<file path="src/design/fccw_pkg.sv">
// Shared types, constants and helpers for the FAT12 cluster chain walker.
// No dependencies; imported by every module of the block.
`timescale 1ns / 1ps

package fccw_pkg;

    localparam int FAT_BYTES_DEF = 8192;

    localparam int CFG_INDEX_W = 3;
    localparam int CFG_DATA_W  = 16;

    localparam logic [CFG_INDEX_W-1:0] CFG_BPS     = 3'd0;
    localparam logic [CFG_INDEX_W-1:0] CFG_SPC     = 3'd1;
    localparam logic [CFG_INDEX_W-1:0] CFG_RESV    = 3'd2;
    localparam logic [CFG_INDEX_W-1:0] CFG_COPIES  = 3'd3;
    localparam logic [CFG_INDEX_W-1:0] CFG_SPF     = 3'd4;
    localparam logic [CFG_INDEX_W-1:0] CFG_ROOT    = 3'd5;
    localparam logic [CFG_INDEX_W-1:0] CFG_TOTAL   = 3'd6;

    localparam logic [12:0] BPS_RST    = 13'd512;
    localparam logic [7:0]  SPC_RST    = 8'd1;
    localparam logic [15:0] RESV_RST   = 16'd1;
    localparam logic [7:0]  COPIES_RST = 8'd2;
    localparam logic [15:0] SPF_RST    = 16'd9;
    localparam logic [15:0] ROOT_RST   = 16'd224;
    localparam logic [15:0] TOTAL_RST  = 16'd2880;

    localparam logic [7:0]  SPC_MAX = 8'd128;

    localparam logic [1:0] ACT_LOAD    = 2'd0;
    localparam logic [1:0] ACT_START   = 2'd1;
    localparam logic [1:0] ACT_ADVANCE = 2'd2;

    localparam logic [11:0] CLUSTER_FIRST    = 12'h002;
    localparam logic [11:0] CLUSTER_LAST_MAX = 12'hFEF;
    localparam logic [11:0] CLUSTER_EOC_LO   = 12'hFF8;

    localparam int DIV_N_W = 21;
    localparam int DIV_D_W = 13;

    localparam int IN_DATA_W  = 40;
    localparam int IN_USER_W  = 2;
    localparam int OUT_DATA_W = 40;

    typedef struct packed {
        logic load_in;
        logic mem_wr;
        logic rd_lo;
        logic rd_hi;
        logic set_start;
        logic step_in;
        logic set_next;
        logic mul;
        logic add;
        logic out_load;
        logic geo_mul;
        logic div_start;
        logic div_sel;
        logic geo_first;
        logic geo_last;
    } ctrl_cmd_t;

    typedef struct packed {
        logic [1:0] action;
        logic       in_cluster;
        logic       div_done;
        logic       out_free;
    } dp_stat_t;

    // Byte index modulo the store size; index < 8192 and size >= 512.
    function automatic logic [13:0] fat_wrap(input logic [13:0] idx, input logic [13:0] size);
        logic [16:0] r;
        logic [16:0] sub;
        r = {3'b000, idx};
        for (int k = 3; k >= 0; k--)
        begin
            sub = {3'b000, size} << k;
            if (r >= sub)
            begin
                r = r - sub;
            end
        end
        return r[13:0];
    endfunction

endpackage

</file>
<file path="src/design/fccw_ctrl.sv">
// Controller FSM: geometry setup sequence and per-beat dispatch.
// Depends on fccw_pkg for command/status structs and codes.
`timescale 1ns / 1ps

module fccw_ctrl
    import fccw_pkg::*;
(
    input  logic      clk,
    input  logic      rst_n,
    input  logic      s_axis_tvalid,
    output logic      s_axis_tready,
    input  logic      cfg_we,
    input  dp_stat_t  stat,
    output ctrl_cmd_t cmd
);

    localparam logic [3:0] ST_IDLE      = 4'd0;
    localparam logic [3:0] ST_GEO_MUL   = 4'd1;
    localparam logic [3:0] ST_GEO_DIV1  = 4'd2;
    localparam logic [3:0] ST_GEO_FIRST = 4'd3;
    localparam logic [3:0] ST_GEO_D2S   = 4'd4;
    localparam logic [3:0] ST_GEO_DIV2  = 4'd5;
    localparam logic [3:0] ST_GEO_LAST  = 4'd6;
    localparam logic [3:0] ST_DISPATCH  = 4'd7;
    localparam logic [3:0] ST_RD_LO     = 4'd8;
    localparam logic [3:0] ST_RD_HI     = 4'd9;
    localparam logic [3:0] ST_NEXT      = 4'd10;
    localparam logic [3:0] ST_MUL       = 4'd11;
    localparam logic [3:0] ST_ADD       = 4'd12;
    localparam logic [3:0] ST_OUT       = 4'd13;

    logic [3:0] state_reg, state_next;
    logic       dirty_reg;
    logic       in_ready;
    logic       accept;

    assign in_ready      = (state_reg == ST_IDLE) && !dirty_reg && !cfg_we;
    assign accept        = s_axis_tvalid && in_ready;
    assign s_axis_tready = in_ready;

    always_comb
    begin
        state_next  = state_reg;
        cmd         = '0;
        cmd.load_in = accept;
        unique case (state_reg)
            ST_IDLE:
            begin
                if (accept)
                begin
                    state_next = ST_DISPATCH;
                end
                else if (dirty_reg && !cfg_we)
                begin
                    state_next = ST_GEO_MUL;
                end
            end
            ST_GEO_MUL:
            begin
                cmd.geo_mul   = 1'b1;
                cmd.div_start = 1'b1;
                cmd.div_sel   = 1'b0;
                state_next    = ST_GEO_DIV1;
            end
            ST_GEO_DIV1:
            begin
                if (stat.div_done)
                begin
                    state_next = ST_GEO_FIRST;
                end
            end
            ST_GEO_FIRST:
            begin
                cmd.geo_first = 1'b1;
                state_next    = ST_GEO_D2S;
            end
            ST_GEO_D2S:
            begin
                cmd.div_start = 1'b1;
                cmd.div_sel   = 1'b1;
                state_next    = ST_GEO_DIV2;
            end
            ST_GEO_DIV2:
            begin
                cmd.div_sel = 1'b1;
                if (stat.div_done)
                begin
                    state_next = ST_GEO_LAST;
                end
            end
            ST_GEO_LAST:
            begin
                cmd.geo_last = 1'b1;
                state_next   = ST_IDLE;
            end
            ST_DISPATCH:
            begin
                unique case (stat.action)
                    ACT_LOAD:
                    begin
                        cmd.mem_wr = 1'b1;
                        state_next = ST_IDLE;
                    end
                    ACT_START:
                    begin
                        cmd.set_start = 1'b1;
                        state_next    = ST_MUL;
                    end
                    ACT_ADVANCE:
                    begin
                        if (stat.in_cluster)
                        begin
                            cmd.step_in = 1'b1;
                            state_next  = ST_OUT;
                        end
                        else
                        begin
                            state_next = ST_RD_LO;
                        end
                    end
                    default:
                    begin
                        state_next = ST_IDLE;
                    end
                endcase
            end
            ST_RD_LO:
            begin
                cmd.rd_lo  = 1'b1;
                state_next = ST_RD_HI;
            end
            ST_RD_HI:
            begin
                cmd.rd_hi  = 1'b1;
                state_next = ST_NEXT;
            end
            ST_NEXT:
            begin
                cmd.set_next = 1'b1;
                state_next   = ST_MUL;
            end
            ST_MUL:
            begin
                cmd.mul    = 1'b1;
                state_next = ST_ADD;
            end
            ST_ADD:
            begin
                cmd.add    = 1'b1;
                state_next = ST_OUT;
            end
            ST_OUT:
            begin
                if (stat.out_free)
                begin
                    cmd.out_load = 1'b1;
                    state_next   = ST_IDLE;
                end
            end
            default:
            begin
                state_next = ST_IDLE;
            end
        endcase
    end

    always_ff @(posedge clk or negedge rst_n)
    begin
        if (!rst_n)
        begin
            state_reg <= ST_IDLE;
            dirty_reg <= 1'b1;
        end
        else
        begin
            state_reg <= state_next;
            if (cfg_we)
            begin
                dirty_reg <= 1'b1;
            end
            else if (cmd.geo_mul)
            begin
                dirty_reg <= 1'b0;
            end
        end
    end

endmodule

</file>
<file path="config.mk">
export PLATFORM = sky130hd
export DESIGN_NAME = fccw_ctrl
export DESIGN_NICKNAME = d
export VERILOG_FILES = /design/src/design/fccw_pkg.sv /design/src/design/fccw_ctrl.sv
export SDC_FILE = /design/constraint.sdc
export NUM_CORES = 1
export LEC_CHECK = 0
export BUFFER_PORTS_ARGS = -buffer_cell sky130_fd_sc_hd__buf_2
export CORE_UTILIZATION = 40
export DETAILED_ROUTE_END_ITERATION = 10
export PLACE_DENSITY = 0.73
export SYNTH_ARGS = -nofsm -noshare
export SYNTH_HDL_FRONTEND = slang
export SYNTH_SLANG_ARGS = --single-unit
</file>
<file path="constraint.sdc">
create_clock -name clk -period 1.4 [get_ports clk]
set_input_delay 0.14 -clock clk [delete_from_list [all_inputs] [get_ports clk]]
set_output_delay 0.14 -clock clk [all_outputs]
set_load 0.05 [all_outputs]
</file>
==> results.cfg, run 1 <==
[logic_synthesis]
syn-cell-area_um2 = 534
synth_nets = 84
synth_edf_count = 0
yosysTopAreaCell = dfrtp_1
ys_seq_area_share_pct = 23.7
synthDistinctLibCells = 29
synth_top_area_share_pct = 18.7
yosysMostFrequentCell = nor2_1
synth-main-ff-cell = dfrtp_1
ys_ff_latch = 5
syn_inst = 72
async_flop_share_pct = 100
yosys_warnings = 0
synth_area_per_cell_um2 = 7.42
ys_top_cells_by_area = dfrtp_1 (19%), ha_1 (7.0%), nor3_1 (5.6%)
synth_common_cells = nor2_1 (8), nand2_1 (6), nor3_1 (6)

[status]
stop_error = [ERROR DPL-0038] Utilization greater than 100%, impossible to legalize
haltStage = global routing
status = stopped before the end

[floorplan]
start_util_pct = 45.6
die_h_um = 38.5
ios = 25
fp.dieW_um = 38.5
rows = 12

[global_route]
grt_start_max_net_pins = 8

[sta]
crit_endpoint = cmd[14]
worstEndpointType = top-level output

[clock_network]
cts_buffers = 3
h-tree-depth = 1
cts.sinks = 5
cts_buffer_depth = 2
root_buffer = clkbuf_4

[place]
gp_congestion = 0.865
hpwl_mm = 1.19
numPortBuffers = 24
dpl-instance-area_um2 = 817
dpl.cell_count = 122
[stage by stage]
step                      TNS (ps)  worst slack (ps)
after floorplan              -1020              -156
after global placement       -78.2             -28.6
after detailed placement      -206             -43.3
after CTS                    -1460              -154
[logic make-up after synthesis]
| group | Yosys count | synth area share, % |
|---|---|---|
| flip-flops | 5 | 23.7 |
| XOR/XNOR | 1 | 1.64 |
| adder cells (fa/ha/maj) | 3 | 7.03 |
| multiplexers | 1 | 2.81 |
| buffers and inverters | 9 | 8.43 |
| AND/OR/NAND/NOR | 38 | 39.6 |
| AO/OA/AOI/OAI | 15 | 16.9 |
[repair_timing]
item | 4_1_cts
endpoints found under the hold margin | 5
pin swaps | 8
setup endpoints to repair | 19
resized for setup | 63
hold buffers | 1
gates cloned | 0
buffers inserted | 7
==> inputs of run 2 (changes only) <==
- CORE_AREA: unset -> 2 2 63 65
- CORE_UTILIZATION: 40 -> unset
- DIE_AREA: unset -> 0 0 65 67
- PLACE_DENSITY: 0.73 -> unset
- PLACE_DENSITY_LB_ADDON: unset -> 0.15
- clock period: 1.4 -> 1.8 ns (I/O delays scaled with it)
==> results.cfg, run 2 <==
[floorplan]
ios = 25
die_h_um = 67
start_util_pct = 14.8
coreArea_um2 = 3610
fp.dieW_um = 65
rows = 22
dieArea_um2 = 4360

[worst_setup_path]
worstPathMaxFanout = 9
cp.arrival_ps = 1520
critical-path-slowest-cell = dfrtp_2
critical_path_class = flip-flop to output port
timing.rr.end = state_reg[1]$_DFFE_PN0P_
worstSetupStartpointType = flip-flop
critPathLaunch = state_reg[3]$_DFFE_PN0P_
regToRegStartpoint = state_reg[0]$_DFFE_PN0P_
r2r_cells = 4
max_stage_delay_ps = 480
path_buf_inv = 1
cpLargestDelayFamily = simple AND/OR/NAND/NOR gates
cp_data_required_time_ps = 1620
r2r_setup_slack_ps = 300
worstPathCellList = nand2b_1 -> nor2_4 -> and3_1 -> buf_2
cp-end-kind = output port

[clock_network]
root_buffer = clkbuf_8
cts_buffers = 3
cts_buffer_depth = 2
clock_latency_ps = 220
h-tree-depth = 1
cts_tree = done
cts.sinks = 5
clk_pin_slew_worst_paths_ps = 40

[layout]
syn2layout_area_growth_pct = 49.2
largest_reg_flops = 4
nets = 112
postLayoutCoreUtil_pct = 22.1
drive_gt1_share_pct = 42.4
fin_cells = 147
fin_area_um2 = 797
mostFrequentLayoutCell = buf_2
diodes = 0
final_cell_mix = buf_2 (23), nor2_1 (8), nand2_1 (6)

[route]
via_per_inst = 3.94
drt-met1-wl_um = 710
drc = 0
wl_mm = 1.54
met2_length_um = 728
wl_per_cell_um = 10.5
detail_route.iter0.violations = 16
dr.pass1.iters = 4
wl_met3_um = 83
num_vias = 579
top_layer = met4
ant_nets = 0

[logic_synthesis]
synth_top_area_share_pct = 18.7
synth_common_cells = nor2_1 (8), nand2_1 (6), nor3_1 (6)
yosysTopAreaCell = dfrtp_1
synth-main-ff-cell = dfrtp_1
synth_area_per_cell_um2 = 7.42
syn-cell-area_um2 = 534
syn_inst = 72
async_flop_share_pct = 100
synth_nets = 84
synthDistinctLibCells = 29
ys_seq_area_share_pct = 23.7
ys_top_cells_by_area = dfrtp_1 (19%), ha_1 (7.0%), nor3_1 (5.6%)
yosys_warnings = 0
ys_ff_latch = 5
yosysMostFrequentCell = nor2_1
synth_edf_count = 0

[place]
gp_congestion = 0.668
dpl.cell_count = 142
dpl-instance-area_um2 = 717
dp_slack_ps = 190
hpwl_mm = 1.27
numPortBuffers = 24

[sta]
fin_crit_sh_pct = 94.3
holdWs_ps = 198
layout_setup_ws_ps = 102
tightest_slew_ps = 393
setup_violations = 0
hold_viol_final = 0
min_period_ps = 1700
slew_viol_final = 0
setup_tns_ps = 0
skew_ps = 2.10
rsz0062_at_grt = false
maxClockFrequency_mhz = 589
slew_headroom_pct = 73.7

[min_path]
worstHoldPathCells = 2
hold_path_end = dirty_reg$_DFFE_PN1P_
hold_class = input port to flip-flop
min_from = cfg_we

[status]
status = complete, no violations

[pwr]
power.density_nw_per_um2 = 1650
vdd_ir_drop_max_mv = 0.235
power_mw = 1.32
leakage_nw = 0.384

[global_route]
grt_pass1_wl_mm = 2.58
overflow = 0
antenna_found_initial = 0
grt_pass1_vias = 549
grt.total_usage_pct = 7.63
grt_start_max_net_pins = 15

[run]
maxCapViolations = 0
-- run 2: cell counts after synthesis --
No cell type changed its count.
-- run 2: cell type report --
| class | count | area, µm² |
|---|---|---|
| clock buffer | 4 | 45.0 |
| sequential | 5 | 130 |
| inverter | 4 | 15.0 |
| tap | 48 | 60.1 |
| multi-input combinational | 58 | 392 |
| timing repair buffer | 28 | 155 |
| fill | 410 | 2810 |
-- run 2: metal layers --
layer  vias up  GRT usage, %
li1        301             -
met1       260          9.29
met2        16          12.8
met3         2          1.35
met4         0          3.99
met5         -             0
-- run 2: kinds of logic after synthesis --
group,synth area share [%]
buf+inv,8.43
compound gates,16.9
xor+xnor,1.64
flops,23.7
simple gates,39.6
fa+ha+maj,7.03
mux,2.81
-- run 2: what timing repair did --
action / in CTS / in global routing
setup endpoints to repair: 4 / 4
hold buffers: 1 / 0
hold endpoints to repair: 5 / 0
setup buffers: 0 / 0
resized for setup: 3 / 4
-- run 2: worst max-delay path by stage --
stage | depth (start not counted) | slack (ps) | end
after floorplan | 3 | -120 | cmd[3]
after global placement | 4 | 180 | cmd[9]
after detailed placement | 4 | 190 | cmd[9]
after CTS | 4 | 20 | cmd[9]
after global routing | 4 | 3 | cmd[9]
final | 4 | 100 | cmd[9]
-- run 2: where the power goes --
group | switching, mW | leakage [nW] | total, mW | internal [mW]
registers | 0.144 | 0.0577 | 0.321 | 0.176
clock network | 0.0527 | 0.0228 | 0.205 | 0.152
logic | 0.517 | 0.304 | 0.793 | 0.276
total | 0.714 | 0.384 | 1.32 | 0.604
Power figures use the tool's default switching activity.
